==> src/rtl/core/v3n_pkg.sv <==
// Package for the vector normalize unit: widths and stage counts.
// No dependencies.
`timescale 1ns / 1ps
package v3n_pkg;
   localparam int COMPONENT_BITS = 24;
   localparam int CompW   = 24;
   localparam int UnitW   = 16;
   localparam int MagW    = 24;
   localparam int FracW   = 14;
   localparam int AbsW    = COMPONENT_BITS;
   localparam int SqW     = 2 * AbsW + 2;
   localparam int RootW   = AbsW + 1;
   localparam int DivQW   = FracW + 2;
   localparam int DivNW   = AbsW + FracW;
endpackage

==> src/rtl/core/v3n_sqrt.sv <==
// Pipelined integer square root, one result bit per stage.
// Depends on v3n_pkg.
`timescale 1ns / 1ps
module v3n_sqrt import v3n_pkg::*; (
   input  logic             clock,
   input  logic             en,
   input  logic [SqW-1:0]   radicand,
   output logic [RootW-1:0] root
);
   logic [SqW-1:0]   rem_ff  [RootW+1];
   logic [RootW-1:0] res_ff  [RootW+1];

   assign rem_ff[0] = radicand;
   assign res_ff[0] = '0;

   for (genvar s = 0; s < RootW; s++) begin : g_stage
      localparam int B = RootW - 1 - s;
      logic [SqW-1:0]   rem_in;
      logic [RootW-1:0] res_in;
      logic [SqW+1:0]   trial;
      logic [SqW-1:0]   rem_q;
      logic [RootW-1:0] res_q;
      always_comb begin
         trial = ({2'b0, res_ff[s]} << (B + 1)) | ({{SqW+1{1'b0}}, 1'b1} << (2 * B));
         if ({2'b0, rem_ff[s]} >= trial) begin
            rem_in = rem_ff[s] - trial[SqW-1:0];
            res_in = res_ff[s] | (RootW'(1) << B);
         end else begin
            rem_in = rem_ff[s];
            res_in = res_ff[s];
         end
      end
      always_ff @(posedge clock) begin
         if (en) begin
            rem_q <= rem_in;
            res_q <= res_in;
         end
      end
      assign rem_ff[s+1] = rem_q;
      assign res_ff[s+1] = res_q;
   end

   assign root = res_ff[RootW];
endmodule

==> config.mk <==
export PLATFORM = sky130hd
export DESIGN_NAME = v3n_sqrt
export DESIGN_NICKNAME = d
export VERILOG_FILES = /design/src/rtl/core/v3n_pkg.sv /design/src/rtl/core/v3n_sqrt.sv
export SDC_FILE = /design/constraint.sdc
export NUM_CORES = 2
export LEC_CHECK = 0
export BUFFER_PORTS_ARGS = -buffer_cell sky130_fd_sc_hd__buf_2
export CAP_MARGIN = 30
export CORE_MARGIN = 4
export CORE_UTILIZATION = 40
export DETAILED_ROUTE_END_ITERATION = 10
export PLACE_DENSITY = 0.59
export SETUP_SLACK_MARGIN = 0.05
export SLEW_MARGIN = 20
export SYNTH_ARGS = -nofsm -noshare
export SYNTH_HDL_FRONTEND = slang
export SYNTH_SLANG_ARGS = --single-unit
==> constraint.sdc <==
create_clock -name clock -period 3.5 [get_ports clock]
set_input_delay 0 -clock clock [delete_from_list [all_inputs] [get_ports clock]]
set_output_delay 0 -clock clock [all_outputs]
set_load 0.05 [all_outputs]
# Word level (Yosys, flattened, before mapping)
# Cells that the tools add are included.
[totals]
input_bits = 52
word_cells = 147
ff_bits = 1825
out_inout_bits = 25
[op_classes]
n_mux = 25
n_lt_le_gt_ge = 25
n_addsub = 24
[op_table]
columns = ["op", "n"]
rows = [
  ["50-bit two-way mux", 24],
  ["50-bit by 26-bit >= comparator with 1-bit output", 1],
  ["50-bit by 27-bit >= comparator with 1-bit output", 1],
  ["50-bit by 28-bit >= comparator with 1-bit output", 1],
  ["50-bit by 29-bit >= comparator with 1-bit output", 1],
  ["50-bit by 30-bit >= comparator with 1-bit output", 1],
  ["50-bit by 31-bit >= comparator with 1-bit output", 1],
  ["50-bit by 32-bit >= comparator with 1-bit output", 1],
  ["50-bit by 33-bit >= comparator with 1-bit output", 1],
  ["50-bit by 34-bit >= comparator with 1-bit output", 1],
  ["50-bit by 35-bit >= comparator with 1-bit output", 1],
  ["50-bit by 36-bit >= comparator with 1-bit output", 1],
  ["50-bit by 37-bit >= comparator with 1-bit output", 1],
  ["50-bit by 38-bit >= comparator with 1-bit output", 1],
  ["50-bit by 39-bit >= comparator with 1-bit output", 1],
  ["50-bit by 40-bit >= comparator with 1-bit output", 1],
  ["50-bit by 41-bit >= comparator with 1-bit output", 1],
  ["50-bit by 42-bit >= comparator with 1-bit output", 1],
  ["50-bit by 43-bit >= comparator with 1-bit output", 1],
  ["50-bit by 44-bit >= comparator with 1-bit output", 1],
  ["50-bit by 45-bit >= comparator with 1-bit output", 1],
  ["50-bit by 46-bit >= comparator with 1-bit output", 1],
  ["50-bit by 47-bit >= comparator with 1-bit output", 1],
  ["50-bit by 48-bit >= comparator with 1-bit output", 1],
  ["other kinds (27)", 27],
]

# Depth between registers and ports, before layout
[logic_depth]
word_depth = 2
ltp_mapped = 13
ltp_nobuf = 11

# Worst setup path after synthesis
# OpenSTA, ideal clock, no wires.
[synth_timing]
kind = "flip-flop to flip-flop"
from = "register g_stage[18].rem_q[29]"
to = "register g_stage[19].rem_q[38] (data pin)"
t_required_ps = 3234
setup_time_ps = 266
arrival_ps = 2830
path_slack_ps = 405
synth_period_minus_slack_ps = 3095
n_path_buf = 1
stages_incl_launch_ff = 12
path_cell_list = "edfxtp_1 > ha_1 > clkbuf_1 > a21oi_1 > o21ai_0 > a2111o_1 > or4_1 > a31oi_1 > inv_2 > nand3_1 > nor3_1 > xor2_1"
[synth_via]
elab_chain_cells = 2
elab_cells_between_ends = 3
cone_classes = "add/sub (1); order compare (1); mux (1)"
[synth_rtl]
columns = ["element", "line", "text"]
rows = [
  ["from (decl)", "v3n_sqrt.sv:21", "logic [SqW-1:0] rem_q;"],
  ["from (signal assigned)", "v3n_sqrt.sv:35", "rem_q <= rem_in;"],
  ["50-bit by 31-bit subtractor with 50-bit output or 50-bit by 31-bit >= comparator with 1-bit output (tied branches)", "v3n_sqrt.sv:26, v3n_sqrt.sv:25", ""],
  ["50-bit two-way mux *", "v3n_sqrt.sv:25", "if ({2'b0, rem_ff[s]} >= trial) begin"],
  ["named net g_stage[19].rem_in[38]", "v3n_sqrt.sv:18", "logic [SqW-1:0] rem_in;"],
  ["to (signal assigned)", "v3n_sqrt.sv:35", ""],
  ["to (decl)", "v3n_sqrt.sv:21", ""],
]
# The timed path passes the listed nets; every way through them passes the cells marked *.
# A chain may end at the register's enable or synchronous reset.

# Worst setup path in the final report
[layout_timing]
from = "register g_stage[17].rem_q[42]"
to = "register g_stage[18].rem_q[23] (data pin)"
[layout_via]
elab_chain_cells = 2
[layout_rtl]
columns = ["element", "line"]
rows = [
  ["from (decl)", "v3n_sqrt.sv:21"],
  ["from (signal assigned)", "v3n_sqrt.sv:35"],
  ["50-bit by 32-bit >= comparator with 1-bit output", "v3n_sqrt.sv:25"],
  ["50-bit two-way mux", "v3n_sqrt.sv:25"],
  ["named net g_stage[18].rem_in[23]", "v3n_sqrt.sv:18"],
]
# The timed path passes the listed nets, and every way through them passes these cells.

==> reports/results.txt <==
GPL Wtd Cong = 0.872
slowest stage delay, CP = 0.58 ns
Util after Layout = 46.7%
Chip Height = 435 um
post-synth top area share = 62.8%
row count = 156
Synth Register Bits = 1,525
FF-to-FF setup slack = 0.15 ns
startpoint types = flop
Yosys cell types = 96
clock latency on the worst-skew pair = 0.81 ns
first-pass GRT wire length = 260 mm
Max VDD drop = 626 uV
share of cells above drive strength 1 = 10.6%
Post-Syn Nets = 6,145
Leak = 0.0318 uW
met2 GRT Util = 32.1%
met3 Track Usage GR = 2.24%
CTS clk-pin slew, worst paths = 0.06 ns
average cell area after synthesis = 12.7 sq um
Buf/Inv on CP = 2
Least-Margin Pin Slew = 0.896 ns
hold worst-path end = g_stage[12].rem_q[46]
# IOs = 77
Yosys warning count = 0
vias in the first global route = 46.1k
Critical Path Start = g_stage[17].rem_q[42]
Die Area = 189,000 sq um
register area share after synthesis = 62.8%
clk buf depth = 3
commonest non-fill, non-tap cell in the layout = edfxtp_1
Setup Crit Path Kind = flop to flop
R2R cell count = 8
worst r2r src = g_stage[17].rem_q[42]
final net count = 6,587
r2r endpoint = g_stage[18].rem_q[23]
largest net degree at the start of global routing = 150
CP max FO = 5
share of synthesized registers carrying an async set or reset = 0%
Setup-failing EPs final = 0
CTS tree = built
Max Freq = 0.298 GHz
Post-Syn Area = 72,900 sq um
CTS Sinks = 1,525
worst hold stages = 2
Routed WL per cell = 19.3 um
Clock Skew = 0.0536 ns
cell taking the most area after synthesis = edfxtp_1
CTS Buf Count = 162
Hold/Removal Path Class = input port to flop
Area Overhead vs Synth = 16.0%
PD cells = 625 nW/um^2
RSZ-0062 raised after global routing = yes
Max transition margin = 40.3%
Die Wd = 435 um
vias per cell = 5.29
Crit-path slowest cell = or4_4
fin crit period = 3.35 ns
most frequent cells in the layout = 1,525 x edfxtp_1, 417 x inv_1, 386 x nand2_1
# placed instances = 8,280
total global-route track usage = 17.4%
critical-path cell list = or4_4 > or4b_4 > or3_4 > nor4_2 > nor3b_4 > buf_4 > inv_4 > mux2_4
buffers added on ports = 76
Final Instance Count excl. Fillers = 8,691
Mapped Cells = 5,747
routed vias = 46.0k
TritonRoute pass-1 iters = 5
Main synth FF type = edfxtp_1
routed wire length = 168 mm
status = finished, final reports clean
drt drc = 0
GR Util met1 = 20.9%
number of flops mapped to enable cells by yosys = 1,525
initial core utilization = 40.3%
post-route ant nets = 0
cell family with the largest share of critical-path delay = simple AND/OR/NAND/NOR gates
H-tree depth reported by CTS = 4
Root Buffer = clkbuf_16
Detailed Place HPWL = 125 mm
max-cap violations = 0
Tcrit/Tclk final = 95.7%
Crit. End Element = flop
initial drt markers = 3,114
gr ovfl total = 0
ranking of synthesized cells by area = edfxtp_1 63%, ha_1 5.9%, xnor2_1 3.4%
most used routing layer = met2
final hold viol count = 0
CP required = 4.06 ns
core footprint = 181,000 sq um
HP Start = en
Max Slew Vio Count = 0
Arr. time, crit path = 3.91 ns
antenna violations before repair = 1
stage by stage:
step / area, sq um / hold WS (ns) / worst slack, ns / total power [uW] / TNS [ns]
final: 84600 / 0.223 / 0.150 / 52900 / 0
after global routing: 84600 / 0.195 / 0.0339 / 55500 / 0
after CTS: 84300 / 0.164 / 0.0662 / 53400 / 0
after detailed placement: 77700 / 0.178 / -0.465 / 35300 / -8.00
after global placement: 77600 / 0.177 / -0.386 / 35200 / -6.75
after floorplan: 72900 / 0.0989 / 0.405 / 31500 / 0
layout make-up:
| class | instances | area [sq um] |
|---|---|---|
| Multi-Input combinational cell | 3696 | 25400 |
| Fill cell | 15900 | 96400 |
| Timing Repair Buffer | 384 | 3220 |
| Antenna cell | 1 | 2.50 |
| Sequential cell | 1525 | 45800 |
| Tap cell | 2370 | 2970 |
| Inverter | 420 | 1580 |
| Clock inverter | 102 | 1390 |
| Clock buffer | 193 | 4190 |
worst max-delay path by stage:
stage	to	slack, ns	cells past startpoint
floorplan	g_stage[19].rem_q[38]	0.40	11
global placement	g_stage[22].rem_q[43]	-0.39	11
detailed placement	g_stage[22].rem_q[43]	-0.46	11
CTS	g_stage[22].rem_q[43]	0.07	11
global route	g_stage[18].rem_q[28]	0.03	8
finish	g_stage[18].rem_q[23]	0.15	8
synth_stat cells, types with 23 or more instances:
cell type and number:
edfxtp_1 1525, inv_1 417, nand2_1 386, nor2_1 353
ha_1 346, a21oi_1 322, o21ai_0 283, xnor2_1 283
xor2_1 240, nor4_1 186, nor3_1 152, a21o_1 130
nand4_1 96, nand3_1 94, clkbuf_1 72, or3_1 69
nand2b_1 64, o21a_1 58, or4_1 52, mux2_2 42
nor2b_1 39, a211oi_1 37, o31ai_1 35, a31oi_1 29
o211ai_1 29, and3_1 25, buf_2 25, nand3b_1 23
o21bai_1 23
routing by layer:
layer / vias to the layer above / wire [um]
met5: - / 0
li1: 22500 / -
met2: 859 / 88200
met1: 22400 / 68900
met4: 0 / 5010
met3: 282 / 5630
logic make-up after synthesis:
| group | share of synthesized area [%] |
|---|---|
| mux | 0.834 |
| xor+xnor | 6.28 |
| compound gates | 9.31 |
| fa+ha+maj | 5.94 |
| simple gates | 12.1 |
| buf+inv | 2.78 |
| flops | 62.8 |
power by group:
part           internal [uW]  switching [uW]  total (uW)  leakage, uW
combinational           4420            5870       10300       0.0145
clock                  10500            7270       17800      0.00267
sequential             23100            1780       24800       0.0146
total                  38000           14900       52900       0.0318
timing repair:
item / in CTS / in global routing
gates resized for setup: 10 / 32
endpoints found under the setup margin: 63 / 88
hold buffers: 102 / 0
setup buffers: 0 / 12
pin swaps: 3 / 6
endpoints found under the hold margin: 417 / 0
gates cloned: 0 / 1
sequential cells by signal (all words and copies together), names as in the netlist:
name / count
g_stage.res_q: 300
root: 25
g_stage.rem_q: 1200
(Power assumes the default switching activity.)
