## config.mk

```make
export PLATFORM = sky130hd
export DESIGN_NAME = v3n_div_lane
export DESIGN_NICKNAME = d
export VERILOG_FILES = /design/src/rtl/core/v3n_pkg.sv /design/src/rtl/core/v3n_div_lane.sv
export SDC_FILE = /design/constraint.sdc
export NUM_CORES = 2
export LEC_CHECK = 0
export BUFFER_PORTS_ARGS = -buffer_cell sky130_fd_sc_hd__buf_2
export CAP_MARGIN = 20
export CORE_MARGIN = 2
export CORE_UTILIZATION = 50
export DETAILED_ROUTE_END_ITERATION = 8
export PLACE_DENSITY_LB_ADDON = 0.1
export SLEW_MARGIN = 20
export SYNTH_ARGS = -nofsm -noshare
export SYNTH_HDL_FRONTEND = slang
export SYNTH_SLANG_ARGS = --single-unit
```

## constraint.sdc

```tcl
create_clock -name clock -period 3.7 [get_ports clock]
set_input_delay 0.185 -clock clock [delete_from_list [all_inputs] [get_ports clock]]
set_output_delay 0.185 -clock clock [all_outputs]
set_load 0.02 [all_outputs]
```

## src/rtl/core/v3n_pkg.sv

```systemverilog
// Package for the vector normalize unit: widths and stage counts.
// No dependencies.
`timescale 1ns / 1ps
package v3n_pkg;
   localparam int COMPONENT_BITS = 24;
   localparam int CompW   = 24;
   localparam int UnitW   = 16;
   localparam int MagW    = 24;
   localparam int FracW   = 14;
   localparam int AbsW    = COMPONENT_BITS;
   localparam int SqW     = 2 * AbsW + 2;
   localparam int RootW   = AbsW + 1;
   localparam int DivQW   = FracW + 2;
   localparam int DivNW   = AbsW + FracW;
endpackage

```

## src/rtl/core/v3n_div_lane.sv

```systemverilog
// One lane: pipelined restoring divide of |c|<<14 by the length, with sign.
// Depends on v3n_pkg.
`timescale 1ns / 1ps
module v3n_div_lane import v3n_pkg::*; (
   input  logic             clock,
   input  logic             en,
   input  logic [AbsW-1:0]  mag_abs,
   input  logic             neg,
   input  logic [RootW-1:0] len,
   output logic [UnitW-1:0] unit
);
   logic [RootW:0]   rem_w  [DivQW+1];
   logic [DivQW-1:0] q_w    [DivQW+1];
   logic [RootW-1:0] d_w    [DivQW+1];
   logic             n_w    [DivQW+1];

   // |c| <= len so quotient fits 15 bits; dividend = a * 2^14
   assign rem_w[0] = '0;
   assign q_w[0]   = '0;
   assign d_w[0]   = len;
   assign n_w[0]   = neg;

   for (genvar s = 0; s < DivQW; s++) begin : g_stage
      logic [RootW:0]   rem_in, rem_ff;
      logic [DivQW-1:0] q_in, q_ff;
      logic [RootW-1:0] d_ff;
      logic             n_ff;
      logic [RootW+1:0] sh;
      always_comb begin
         // first stage loads integer part; rest shift in zero bits
         if (s == 0) sh = {2'b0, {(RootW-AbsW){1'b0}}, mag_abs};
         else        sh = {rem_w[s], 1'b0};
         if (sh >= {2'b0, d_w[s]}) begin
            rem_in = (RootW+1)'(sh - {2'b0, d_w[s]});
            q_in   = {q_w[s][DivQW-2:0], 1'b1};
         end else begin
            rem_in = sh[RootW:0];
            q_in   = {q_w[s][DivQW-2:0], 1'b0};
         end
      end
      always_ff @(posedge clock) begin
         if (en) begin
            rem_ff <= rem_in;
            q_ff   <= q_in;
            d_ff   <= d_w[s];
            n_ff   <= n_w[s];
         end
      end
      assign rem_w[s+1] = rem_ff;
      assign q_w[s+1]   = q_ff;
      assign d_w[s+1]   = d_ff;
      assign n_w[s+1]   = n_ff;
   end

   // 16 stages: 1 integer + 15 fraction bits, quotient is Q1.14 shifted by 1
   logic [DivQW-1:0] q_fin;
   assign q_fin = q_w[DivQW] >> 1;
   assign unit  = n_w[DivQW] ? UnitW'(-q_fin) : UnitW'(q_fin);
endmodule

```

Yosys cells after proc, flatten, opt, wreduce, memory -nomap -nowiden

Index checks and enable logic that the tools add are counted.

Register bits after elaboration: 917
Input bits: 52
Output and inout port bits: 16
Logic and storage cells: 141

$add $sub $neg: 16
Order comparisons: 16
Multiplexer cells: 32

Operators by type and width:

| cell           | count |
|---|---|
| $ge 27x25->1   | 15 |
| $mux 26        | 14 |
| $sub 26x25->26 | 14 |
| $sub 24x25->26 | 1 |
| $ge 24x25->1   | 1 |
| $mux 24        | 1 |
| $mux 1         | 16 |
| $mux 16        | 1 |
| $neg 15->16    | 1 |

Logic depth before layout (Yosys ltp)

Depth after elaboration: 2
Mapped depth: 14
Gate-level depth less buffers: 13

Worst setup path before layout

OpenSTA, ideal clock, no wires.

Kind: reg2reg
Start point: register g_stage[0].rem_ff[0]
End point: register g_stage[1].rem_ff[24], data pin
Setup time: 0.258 ns
Data arrival time: 2.941 ns
Data required time: 3.442 ns
Setup slack: 0.500 ns
Cell stages (with the launch flop): 11
Buffers on the path: 0
Period minus slack after synthesis: 3.200 ns
Cells stage by stage: edfxtp_1 -> fa_1 -> a21o_1 -> a311o_1 -> a31oi_4 -> nor2_2 -> or3_4 -> a221o_1 -> a221oi_2 -> xor2_1 -> o21ai_1

Cells in the longest elaborated chain, start to end: 2
Elaborated cells between the ends (all ways): 3
Classes of those cells: add/sub: 1; order compare: 1; mux: 1

Ends and longest elaborated chain:

| element                                        | line                                   | RTL |
|---|---|---|
| start, declared                                | v3n_div_lane.sv:24                     | `logic [RootW:0] rem_in, rem_ff;` |
| start signal, assigned                         | v3n_div_lane.sv:43                     | `rem_ff <= rem_in;` |
| $sub 26x25->26 or $ge 27x25->1 (tied branches) | v3n_div_lane.sv:34, v3n_div_lane.sv:33 |  |
| $mux 26 *                                      | v3n_div_lane.sv:33                     | `if (sh >= {2'b0, d_w[s]}) begin` |
| via g_stage[1].rem_in[24]                      | v3n_div_lane.sv:24                     |  |
| end signal, assigned                           | v3n_div_lane.sv:43                     |  |
| end, declared                                  | v3n_div_lane.sv:24                     |  |

Mark *: on every way through the listed nets, which the timed path passes. The rest lies on a longest branch.
A chain may end at the register's enable or synchronous reset.

Final worst setup path

Start point: register g_stage[8].rem_ff[0]
End point: register g_stage[9].rem_ff[22], data pin

Cells in the longest elaborated chain, start to end: 2
Elaborated cells between the ends (all ways): 3
Classes of those cells: add/sub: 1; order compare: 1; mux: 1

Ends and longest elaborated chain:

| element                                        | line |
|---|---|
| start, declared                                | v3n_div_lane.sv:24 |
| start signal, assigned                         | v3n_div_lane.sv:43 |
| $sub 26x25->26 or $ge 27x25->1 (tied branches) | v3n_div_lane.sv:34, v3n_div_lane.sv:33 |
| $mux 26 *                                      | v3n_div_lane.sv:33 |
| via g_stage[9].rem_in[22]                      | v3n_div_lane.sv:24 |
| end signal, assigned                           | v3n_div_lane.sv:43 |
| end, declared                                  | v3n_div_lane.sv:24 |

Marked as above.

==> impl.org <==
** Timing
- Slew at the pin with the worst max-slew slack :: ~0.80 ns
- Worst-case setup margin in the final layout :: approximately 0.15 ns
- Clk_skew :: approximately 0.026 ns
- Crit share post-route :: 0.959
- Max-slew violation count :: 0
- Final setup TNS :: 0 ns
- The routed design could run at a clock period as short as between 3 and 4 ns.
- Final hold viol count :: 0
- Total setup violations reported at the end of the flow :: 0
- Worst slew margin :: 0.459
- Setup repair after global routing left no endpoint under its margin.
- Maximum frequency from static timing analysis :: between 0.2 and 0.3 GHz

** Setup path
- Worst path top cell family by delay :: compound AO/OA/AOI/OAI gates
- Critical path's most frequent cell :: sky130_fd_sc_hd__o21ai_1
- Kind of launch point of the worst setup path :: flip-flop
- Arr. time, crit path :: 4.02 ns
- The number of cells on the worst reg-to-reg path is 10.
- The worst setup path is captured at a flip-flop.
- Combined buffer and inverter count along the critical path :: 0
- Largest fanout on the critical path :: 3
- For this design, the slowest cell found on the critical path is sky130_fd_sc_hd__fa_1.
- At the worst endpoint, the required time is approximately 4.2 ns.
- By startpoint and endpoint, the worst setup path is classified as flip-flop to flip-flop.
- Critical Path Start :: g_stage[8].rem_ff[0]
- In this run the critical register-to-register path is captured at g_stage[9].rem_ff[22].
- Setup slack of the most critical reg-to-reg path :: around 0.15 ns
- Reg-to-reg startpoint :: g_stage[8].rem_ff[0]
- The largest single stage delay on the critical path is between 0.4 and 0.5 ns.
- Traced cell by cell, the critical path runs through fa_1 > a21o_1 > a21oi_1 > o21ai_1 > a221o_1 > o311a_1 > o21ai_1 > o21bai_1 > and3_1 > o41ai_1.

** Clock network
- # Post-CTS Setup Buffers :: 0
- Maximum level of the CTS H-tree :: 3
- Clk root buf :: sky130_fd_sc_hd__clkbuf_16
- TritonCTS built the clock tree.
- After clock tree synthesis, the clock-pin slew on the worst setup and hold paths is about 0.060 ns.
- The clock passes through at most 3 buffers.
- Counting the buffers created by CTS gives 98.
- Total clock sinks :: around 870
- Source-to-sink clock delay at the later pin of the worst-skew pair :: ~0.7 ns

** GRT
- Total global routing overflow :: 0
- Entering global routing, the biggest net connects roughly 120 pins.
- The via count of the first global-routing pass is roughly 35000.
- Antenna violations before repair :: 0
- Wire length of the first global-routing pass :: approximately 170000 µm
- Total routing resource utilization after global routing :: 0.215

** Synthesis
- Among all cell types in the netlist, the one instantiated most often is sky130_fd_sc_hd__edfxtp_1.
- Share of the synthesized area in the top cell type :: 0.527
- sky130_fd_sc_hd__edfxtp_1 takes more of the synthesized area than any other cell.
- Among all flip-flop cells after synthesis, the most frequent one is sky130_fd_sc_hd__edfxtp_1.
- Synthesis produced a netlist whose cell count is between 4000 and 5000.
- Flops & latches, synth :: a little under 900
- Synthesis produced a netlist with a net count of between 4000 and 5000.
- Counting flops with an async set or reset pin after synthesis yields a share of 0.
- By area the synthesized netlist is led by sky130_fd_sc_hd__edfxtp_1 53%, sky130_fd_sc_hd__ha_1 9.5%, sky130_fd_sc_hd__a21oi_1 3.9%.
- Post-synth top cells :: 865 x sky130_fd_sc_hd__edfxtp_1, 449 x sky130_fd_sc_hd__inv_1, 380 x sky130_fd_sc_hd__a21oi_1
- Yosys warns :: 0
- The number of different library cells used by synthesis comes to approximately 80.
- Summed instance area of the synthesized netlist :: slightly below 50000 µm²
- Synth Area per Inst :: around 11 µm²
- Of the synthesized area, sequential elements account for 0.527.
- Number of enable-type register cells in the synthesized netlist :: between 800 and 900

** Power
- After layout, the design draws a total of 46.4 mW.
- Pwr/cell area :: roughly 830 nW/µm²
- Across the VDD grid, the largest voltage drop is between 0.3 and 0.4 mV.
- Summed over all cells, the static leakage comes to ~23 nW.

** Status
- Run status :: finished clean

** Route
- The count of nets left with antenna violations once routing finished came out at 0.
- Summed over all nets, wire length on met3 after detailed routing comes to around 2800 µm.
- Per-cell routed wire length :: 17.9 µm
- Met2 Wirelength :: approximately 62000 µm
- In this run, the number of DRC markers left after iteration 0 of detailed routing was roughly 1500.
- First-pass DRT Iterations :: 6
- Signal routing reaches up to met4.
- Routed wire length :: approximately 110000 µm
- The detailed router put a total of about 36000 µm of wire on met1.
- Via density per instance :: ~5.5
- Post-route DRC :: 0
- Detailed routing inserted a total of ~33000 vias.

** Job
- The tool flagged a number of max-cap violations equal to 0.

** Floorplan
- The floorplan step defined a die boundary enclosing 101000 µm².
- Total number of placement rows :: ~120
- Effective utilization at floorplan :: 0.503
- Number of ports placed on the die boundary :: 68
- Core region area :: roughly 98000 µm²
- Height of the die :: roughly 320 µm
- The floorplan step set the die width to ~320 µm.

** Finish
- Area of all placed cells without fillers :: about 56000 µm²
- Area growth from synthesis to final layout :: 13.9%
- The repair_antennas step left the layout with diodes totalling 0.
- In the final layout, the share of cells above drive strength 1 is 0.0833.
- After the last flow step, the layout net total stands at 5124.
- Core utilization of the finished layout :: 0.573

** Min path
- Instance count along the most critical hold path :: 2
- The worst hold path begins at neg.
- Sink of the worst hold path :: g_stage[0].n_ff
- The path class of the tightest hold or removal check is primary input to flip-flop.

** Place
- Before CTS, the worst setup slack after placement is roughly 0.17 ns.
- In this run the tool buffered the top-level ports with 67 buffer cells.
- The congestion estimate from routability-driven global placement came to between 0.9 and 1.
- Final HPWL DP :: roughly 83000 µm
- Total cell area at the placement stage :: roughly 52000 µm²
-- where the power goes --
| part | internal [mW] | switching, mW | leakage [nW] | total [mW] |
|---|---|---|---|---|
| clock | 6.20 | 3.93 | 1.64 | 10.1 |
| combinational | 8.91 | 11.7 | 13.0 | 20.6 |
| sequential | 14.4 | 1.26 | 8.42 | 15.7 |
| total | 29.5 | 16.9 | 23.1 | 46.4 |
-- kinds of logic (layout without fill, tap and decap cells) --
kind of cell             after synthesis  in the layout  share of synthesized area
flip-flops                           865            865                      0.527
AND/OR/NAND/NOR                      976            976                     0.0933
buffers and inverters                557            882                     0.0432
XOR/XNOR                             318            318                     0.0565
AO/OA/AOI/OAI                       1235           1235                      0.156
adder cells (fa/ha/maj)              388            388                      0.101
multiplexers                         100            100                     0.0228
-- registers in the layout (all words and copies together), names as in the netlist --
signal and flops:
g_stage.n_ff 16, g_stage.d_ff 350, g_stage.rem_ff 364, g_stage.q_ff 135
-- layout by cell type (no fill, tap or decap), drive strengths merged, types with 9 or more instances in the layout --
cell type | synthesis | routed
dlygate4sd3 | 0 | 51
nand2 | 305 | 305
o21a | 46 | 46
bufinv | 0 | 18
mux2 | 97 | 97
fa | 14 | 14
nor4 | 17 | 17
nor2 | 277 | 277
o41ai | 10 | 10
nand4 | 65 | 65
or3 | 21 | 21
and3 | 32 | 32
a21oi | 380 | 380
a211oi | 43 | 43
a21o | 199 | 199
clkinv | 0 | 36
nor2b | 40 | 40
nor3 | 46 | 46
clkbuf | 67 | 117
a21boi | 12 | 12
o21ai | 305 | 305
buf | 33 | 194
xor2 | 124 | 124
o31ai | 27 | 27
o2111ai | 9 | 9
inv | 457 | 461
ha | 374 | 374
a2111oi | 14 | 14
and4 | 9 | 9
nand2b | 55 | 55
o211ai | 19 | 19
edfxtp | 865 | 865
and2 | 22 | 22
xnor2 | 194 | 194
a31oi | 43 | 43
o21bai | 43 | 43
nand3 | 54 | 54
-- per-stage QoR --
stage / std cells / hold WS, ns
3_3_place_gp: 5820 / 0.368
2_1_floorplan: 4439 / 0.284
6_report: 6051 / 0.222
4_1_cts: 6051 / 0.180
5_1_grt: 6051 / 0.210
3_5_place_dp: 5820 / 0.367
-- area by class of cell --
| class | count | area (µm²) |
|---|---|---|
| clock buffers | 117 | 2570 |
| clock inverters | 63 | 810 |
| fillers | 8342 | 41900 |
| inverters | 457 | 1720 |
| multi-input cells | 3017 | 21300 |
| flip-flops and latches | 865 | 26000 |
| well taps | 1287 | 1610 |
| repair buffers | 245 | 2120 |
-- per-layer routing --
metal	up-vias	track usage
met5	-	0
met4	0	0.141
met3	328	0.0255
met2	576	0.448
met1	15800	0.187
li1	16800	-
-- worst max path at each step --
stage | end | slack, ns | depth (start not counted)
2_1_floorplan | g_stage[1].rem_ff[24] | 0.50 | 10
3_3_place_gp | g_stage[2].rem_ff[22] | 0.13 | 10
3_5_place_dp | g_stage[2].rem_ff[22] | 0.17 | 10
4_1_cts | g_stage[2].rem_ff[22] | 0.13 | 10
5_1_grt | g_stage[4].rem_ff[25] | 0.004 | 10
6_report | g_stage[9].rem_ff[22] | 0.15 | 10
-- timing repair --
| action | CTS | global route |
|---|---|---|
| endpoints found under the setup margin | 0 | 13 |
| gates resized for setup | 0 | 5 |
| hold buffers | 51 | 0 |
| hold endpoints to repair | 86 | 0 |
(Power assumes the default switching activity.)
